File: src/hdl/segment_tree_point_set_range_sum_macros.svh
// Assertion macros shared by the segment tree sum block.
`ifndef SEGMENT_TREE_POINT_SET_RANGE_SUM_MACROS_SVH
`define SEGMENT_TREE_POINT_SET_RANGE_SUM_MACROS_SVH

// Implication checked on every clock edge outside reset.
`define STS_ASSERT_IMPL(label, ante, cons, msg) \
    label: assert property (@(posedge clk) disable iff (!rst_n) (ante) |-> (cons)) \
        else $error(msg);

// Next-cycle implication checked outside reset.
`define STS_ASSERT_NEXT(label, ante, cons, msg) \
    label: assert property (@(posedge clk) disable iff (!rst_n) (ante) |=> (cons)) \
        else $error(msg);

`endif

File: src/hdl/sts_pkg.sv
// Package with types and constants of the segment tree sum block.
package sts_pkg;

    localparam int unsigned LEAF_COUNT_DEFAULT = 1024;
    localparam int unsigned INDEX_W = 10;
    localparam int unsigned VALUE_W = 32;
    localparam int unsigned SUM_W = 64;

    typedef enum logic {
        ACT_SET   = 1'b0,
        ACT_QUERY = 1'b1
    } action_t;

    // Classified command handed from the front end to the back end.
    typedef struct packed {
        logic                 is_query;
        logic                 is_empty;
        logic [INDEX_W:0]     lo;
        logic [INDEX_W:0]     hi;
        logic [SUM_W-1:0]     value;
    } cmd_t;

    typedef enum logic [3:0] {
        ST_IDLE,
        ST_CLEAR,
        ST_SET_LEAF,
        ST_UP_READ_L,
        ST_UP_READ_R,
        ST_UP_WAIT,
        ST_UP_WRITE,
        ST_Q_STEP,
        ST_Q_READ,
        ST_Q_ACC,
        ST_Q_DONE
    } state_t;

endpackage

File: src/hdl/sts_front.sv
// Front end: classifies items and queues them as commands.
module sts_front #(
    parameter int unsigned LEAF_COUNT = sts_pkg::LEAF_COUNT_DEFAULT
) (
    input  logic                       clk,
    input  logic                       rst_n,
    input  logic                       take,
    input  logic                       action,
    input  logic [sts_pkg::INDEX_W-1:0] first_index,
    input  logic [sts_pkg::INDEX_W-1:0] last_index,
    input  logic signed [sts_pkg::VALUE_W-1:0] set_value,
    input  logic                       pop,
    output logic                       full,
    output logic                       not_empty,
    output sts_pkg::cmd_t              head
);

    localparam int unsigned IW = sts_pkg::INDEX_W;

    sts_pkg::cmd_t q_reg [2];
    sts_pkg::cmd_t cmd;
    logic          wp_reg, wp_next, rp_reg, rp_next;
    logic [1:0]    cnt_reg, cnt_next;
    logic [IW:0]   lo_x, hi_c;
    logic          push;

    always_comb
    begin
        lo_x = {1'b0, first_index};
        hi_c = {1'b0, last_index};
        if (hi_c >= (IW+1)'(LEAF_COUNT))
        begin
            hi_c = (IW+1)'(LEAF_COUNT - 1);
        end
        cmd.is_query = (action == sts_pkg::ACT_QUERY);
        cmd.lo       = lo_x;
        cmd.hi       = hi_c;
        cmd.value    = {{(sts_pkg::SUM_W-sts_pkg::VALUE_W){set_value[sts_pkg::VALUE_W-1]}},
                        set_value};
        if (cmd.is_query)
        begin
            cmd.is_empty = (lo_x >= (IW+1)'(LEAF_COUNT)) || (lo_x > hi_c);
        end
        else
        begin
            cmd.is_empty = (lo_x >= (IW+1)'(LEAF_COUNT));
        end
    end

    assign push      = take;
    assign full      = (cnt_reg == 2'd2);
    assign not_empty = (cnt_reg != 2'd0);
    assign head      = q_reg[rp_reg];

    always_comb
    begin
        wp_next  = push ? ~wp_reg : wp_reg;
        rp_next  = pop ? ~rp_reg : rp_reg;
        cnt_next = cnt_reg + {1'b0, push} - {1'b0, pop};
    end

    always_ff @(posedge clk)
    begin
        if (push)
        begin
            q_reg[wp_reg] <= cmd;
        end
    end

    always_ff @(posedge clk or negedge rst_n)
    begin
        if (!rst_n)
        begin
            wp_reg  <= 1'b0;
            rp_reg  <= 1'b0;
            cnt_reg <= 2'd0;
        end
        else
        begin
            wp_reg  <= wp_next;
            rp_reg  <= rp_next;
            cnt_reg <= cnt_next;
        end
    end

endmodule

File: config.mk
export PLATFORM = sky130hd
export DESIGN_NAME = sts_front
export DESIGN_NICKNAME = d
export VERILOG_FILES = /design/src/hdl/segment_tree_point_set_range_sum_macros.svh /design/src/hdl/sts_pkg.sv /design/src/hdl/sts_front.sv
export SDC_FILE = /design/constraint.sdc
export NUM_CORES = 1
export LEC_CHECK = 0
export BUFFER_PORTS_ARGS = -buffer_cell sky130_fd_sc_hd__buf_4
export CAP_MARGIN = 10
export CORE_MARGIN = 4
export CORE_UTILIZATION = 30
export DETAILED_ROUTE_END_ITERATION = 16
export GPL_TIMING_DRIVEN = 0
export PLACE_DENSITY = 0.49
export SYNTH_ARGS = -nofsm -noshare
export SYNTH_HDL_FRONTEND = slang
export SYNTH_SLANG_ARGS = --single-unit
File: constraint.sdc
create_clock -name clk -period 4.71 [get_ports clk]
set_input_delay 1.413 -clock clk [delete_from_list [all_inputs] [get_ports clk]]
set_output_delay 1.413 -clock clk [all_outputs]
set_load 0.1 [all_outputs]
Yosys cells after proc, flatten, opt, wreduce, memory -nomap -nowiden

Memory sizes are Yosys's and may differ from the RTL's.
Cells that the tools add are included.

Bits in registers: 4
RAM bits: 172
Memories kept: 1
Output and inout port bits: 90
Word-level logic and storage cells: 14
Input bits: 57

Memory list:

| name  | depth | width | read ports | clocked after Yosys merged registers in | write ports | RTL line        | text |
|---|---|---|---|---|---|---|---|
| q_reg | 2     | 86    | 1          | 0                                       | 1           | sts_front.sv:20 | `sts_pkg::cmd_t q_reg [2];` |

Add/sub/neg operators: 2
Bitwise operators: 2
Reduce and logical (&&, ||, !) cells: 1
Multiplexer cells: 3
Equal/unequal tests: 1
Magnitude comparators: 1

Operators with widths:

| cell                 | number |
|---|---|
| $gt A10 B10 Y1       | 1 |
| $mux W1              | 3 |
| $add A2 B1 Y2        | 1 |
| $eq A2 B2 Y1 const B | 1 |
| $not A1 Y1           | 2 |
| $reduce_bool A2 Y1   | 1 |
| $sub A2 B1 Y2        | 1 |

Depth between registers and ports, before layout

Word-level depth: 2
Mapped depth: 6
Gate-level depth less buffers: 6

Worst setup path before layout

No wires, ideal clock.

Path kind: input to register
Start point: input take
End point: memory q_reg[0][0] (netlist bit), enable pin
Cell stages on the path: 1
Buffers on the path: 0
Required time: 4238 ps
Library setup time: 472 ps
Arrival: 3800 ps
Setup slack: 437 ps
Cell sequence: nor2b_1

Word-level cells in the longest chain between the ends: 2

Ends and longest elaborated chain:

| element                       | RTL line        | text |
|---|---|---|
| start: declaration            | sts_front.sv:7  | `input logic take,` |
| $mux W1                       | sts_front.sv:64 | `if (push)` |
| $mux W1 (implied by the code) | sts_front.sv:66 | `q_reg[wp_reg] <= cmd;` |
| end: declaration              | sts_front.sv:20 |  |

No other way between the ends.

==> key figures <==
Status
  • Status: complete, no violations

Clocking
  • Post-CTS Resized: 0
  • H-tree levels: 3
  • Reg clk slew, reported paths: 0.07 ns
  • CTS tree: done
  • Post-CTS setup buffers: 0
  • Clk sinks: 112
  • Clock Latency Late Sink: 0.35 ns
  • Root buf cell: clkbuf_16
  • Deepest clock path buffer count: 2
  • CTS buffer count: 9
  • Post-CTS Hold Buffers: 0

STA
  • Final count of negative-setup-slack endpoints: 0
  • Least-Margin Pin Slew: 0.874 ns
  • Final min period: 3.33 ns
  • Hold Fails Final Rpt: 0
  • Layout Skew: 0.00861 ns
  • Max Clock Freq: 300 MHz
  • Worst slew margin: 41.6%
  • Setup_tns: 0 ns
  • Final Cycle Share: 70.7%
  • Final Hold Slack: 0.549 ns
  • Pins Over Slew Limit: 0
  • RSZ-0062 raised after global routing: false

Cells and area
  • Multi-input gate area: 1110 sq um
  • Number of flip-flops under the largest register name: 108
  • Filler cell count: 1495
  • Finished Layout Cells: 632
  • Antenna Cells: 0
  • FF+latch area: 3340 sq um
  • Share of cells above drive strength 1: 62.3%
  • Post-layout net count: 480
  • Area grow syn2layout: 35.1%

Placement
  • Placed Cells: 616
  • DPL Wire Length: 6.43 mm
  • Count of buffers from port buffering: 144
  • Placer Congestion: 0.723

Global route
  • Aggregate global-route resource usage: 10.3%
  • Pin count of the biggest net entering global routing: 55
  • Vias in the first global route: 2651
  • First-pass GRT wire length: 14.2 mm
  • Grt total ovfl: 0
  • Initial antenna violation count: 0

Synth
  • Post-synth cell types: 24
  • Synthesized instance count: 254
  • Ys Warns: 0
  • Synthesized area per cell: 18.9 sq um
  • Top-area cell type share of the netlist area: 67.4%
  • Number of synthesized register bits: 112
  • Yosys top cell by area: edfxtp_1
  • Cell Area, Synth: 4810 sq um
  • Register area share after synthesis: 69.5%
  • Main area contributors after synthesis: edfxtp_1 (67%), mux2_4 (15%), buf_4 (5.3%)

Floorplanning
  • Rows: 46
  • DIE WIDTH: 135 microns
  • Die ar.: 18100 sq um
  • Top Ports: 147
  • Initial Util: 30.5%
  • Chip Height: 135 microns
  • Core area: 15800 sq um

Hold path
  • Min-Delay Path Class: flop to flop

Worst setup path
  • Startpoint types: flop
  • Worst EP arrival: 1.91 ns
  • Slowest stage delay, CP: 0.57 ns
  • Delay-heaviest family, CP: buffers and inverters
  • Critical Path Sink Type: output pin
  • CP dominant cell by count: buf_4
  • Worst-path cell chain: buf_6 -> mux2_2 -> buf_4 -> buf_4
  • R2R setup slack: 2.96 ns
  • CP max stage cell: mux2_2
  • Critical path data required time: 3.30 ns
  • Critical path fanouts, max: 33
  • Worst Setup Path Type: flop to output pin
  • WP buf/inv: 3

Detailed routing
  • Vias: 2515
  • Drt initial violations: 83
  • Drt first pass iters: 3
  • # DRC: 0
  • Via density: 3.98
  • Routed wire per std cell: 15.0 microns
  • Routed Antenna Nets: 0
  • Routed WL: 9.46 mm

Job
  • Max_cap viols: 0
## per-stage QoR
| stage | instance area, sq um | utilization (%) | setup WS (ns) |
|---|---|---|---|
| 2_1_floorplan | 4810 | - | 0.437 |
| 3_3_place_gp | 6160 | 39.1 | -1.53 |
| 3_5_place_dp | 6190 | 39.3 | 1.72 |
| 4_1_cts | 6500 | 41.2 | 1.33 |
| 5_1_grt | 6500 | 41.2 | 1.25 |
| 6_report | 6500 | 41.2 | 1.38 |
## final timing paths
check                                   start                endpoint  cells after the start
max reg2reg                wp_reg$_DFFE_PN0P_  q_reg[0][11]$_DFFE_PP_                      2
max in group asynchronous               rst_n      rp_reg$_DFFE_PN0P_                      1
min reg2reg                wp_reg$_DFFE_PN0P_      wp_reg$_DFFE_PN0P_                      1
min                        wp_reg$_DFFE_PN0P_      wp_reg$_DFFE_PN0P_                      1
min in group asynchronous               rst_n      wp_reg$_DFFE_PN0P_                      1
max                        rp_reg$_DFFE_PN0P_                head[42]                      4
## logic make-up (layout without fill, tap and decap cells)
| logic type | count (synthesis) | after routing | share of synthesized area [%] |
|---|---|---|---|
| adder cells (fa/ha/maj) | 12 | 12 | 3.12 |
| multiplexers | 54 | 54 | 16.5 |
| flip-flops | 112 | 112 | 69.5 |
| AO/OA/AOI/OAI | 8 | 8 | 1.20 |
| XOR/XNOR | 4 | 4 | 0.729 |
| other | 1 | 2 | 0.0780 |
| buffers and inverters | 53 | 214 | 7.73 |
| AND/OR/NAND/NOR | 10 | 10 | 1.17 |
## Yosys cell counts
library cell  count
and2_1            1
conb_1            1
o21bai_1          1
o311a_1           1
nand3_1           2
nor2b_1           2
nor3_1            1
ha_1             12
buf_4            34
a21oi_1           3
nand4_1           2
a211oi_2          1
a21o_1            1
o21ai_0           1
xor2_1            2
buf_6             6
or2_2             1
mux2_4           49
dfrtp_1           4
inv_1            13
xnor2_1           2
mux2_2            5
edfxtp_1        108
nor2_1            1
## per-layer routing
| metal | GRT usage, % | up-vias | routed length (microns) |
|---|---|---|---|
| li1 | - | 1224 | - |
| met1 | 12.3 | 1182 | 3930 |
| met2 | 16.5 | 98 | 4480 |
| met3 | 4.10 | 11 | 876 |
| met4 | 4.47 | 0 | 177 |
| met5 | 0 | - | 0 |
## worst reg2reg max path: stages (launching register included)
cell and delay, ns:
dfrtp_1 0.43, nor2b_4 0.71, buf_12 0.30
## placed cells by master (no fill, tap or decap), drive strengths merged
| master | synthesis | final |
|---|---|---|
| buf | 40 | 185 |
| edfxtp | 108 | 108 |
| mux2 | 54 | 54 |
| inv | 13 | 15 |
| ha | 12 | 12 |
| clkbuf | 0 | 10 |
| dfrtp | 4 | 4 |
| a21oi | 3 | 3 |
| xnor2 | 2 | 2 |
| nand4 | 2 | 2 |
| nand3 | 2 | 2 |
| xor2 | 2 | 2 |
| conb | 1 | 2 |
| clkinv | 0 | 2 |
| nor2b | 2 | 2 |
| or2 | 1 | 1 |
| and2 | 1 | 1 |
| nor3 | 1 | 1 |
| a211oi | 1 | 1 |
| o21ai | 1 | 1 |
| o21bai | 1 | 1 |
| a21o | 1 | 1 |
| nor2 | 1 | 1 |
| o311a | 1 | 1 |
| bufinv | 0 | 1 |
| clkinvlp | 0 | 1 |
## cell type report
class / count / area share (%)
flip-flops and latches: 112 / 51.4
multi-input cells: 90 / 17.1
repair buffers: 145 / 16.9
plain buffers: 40 / 4.97
well taps: 216 / 4.16
clock buffers: 10 / 3.68
clock inverters: 6 / 1.00
inverters: 13 / 0.751
Power is not shown: default switching activity piles up to over one toggle a cycle in this logic, so the estimate is an artifact.
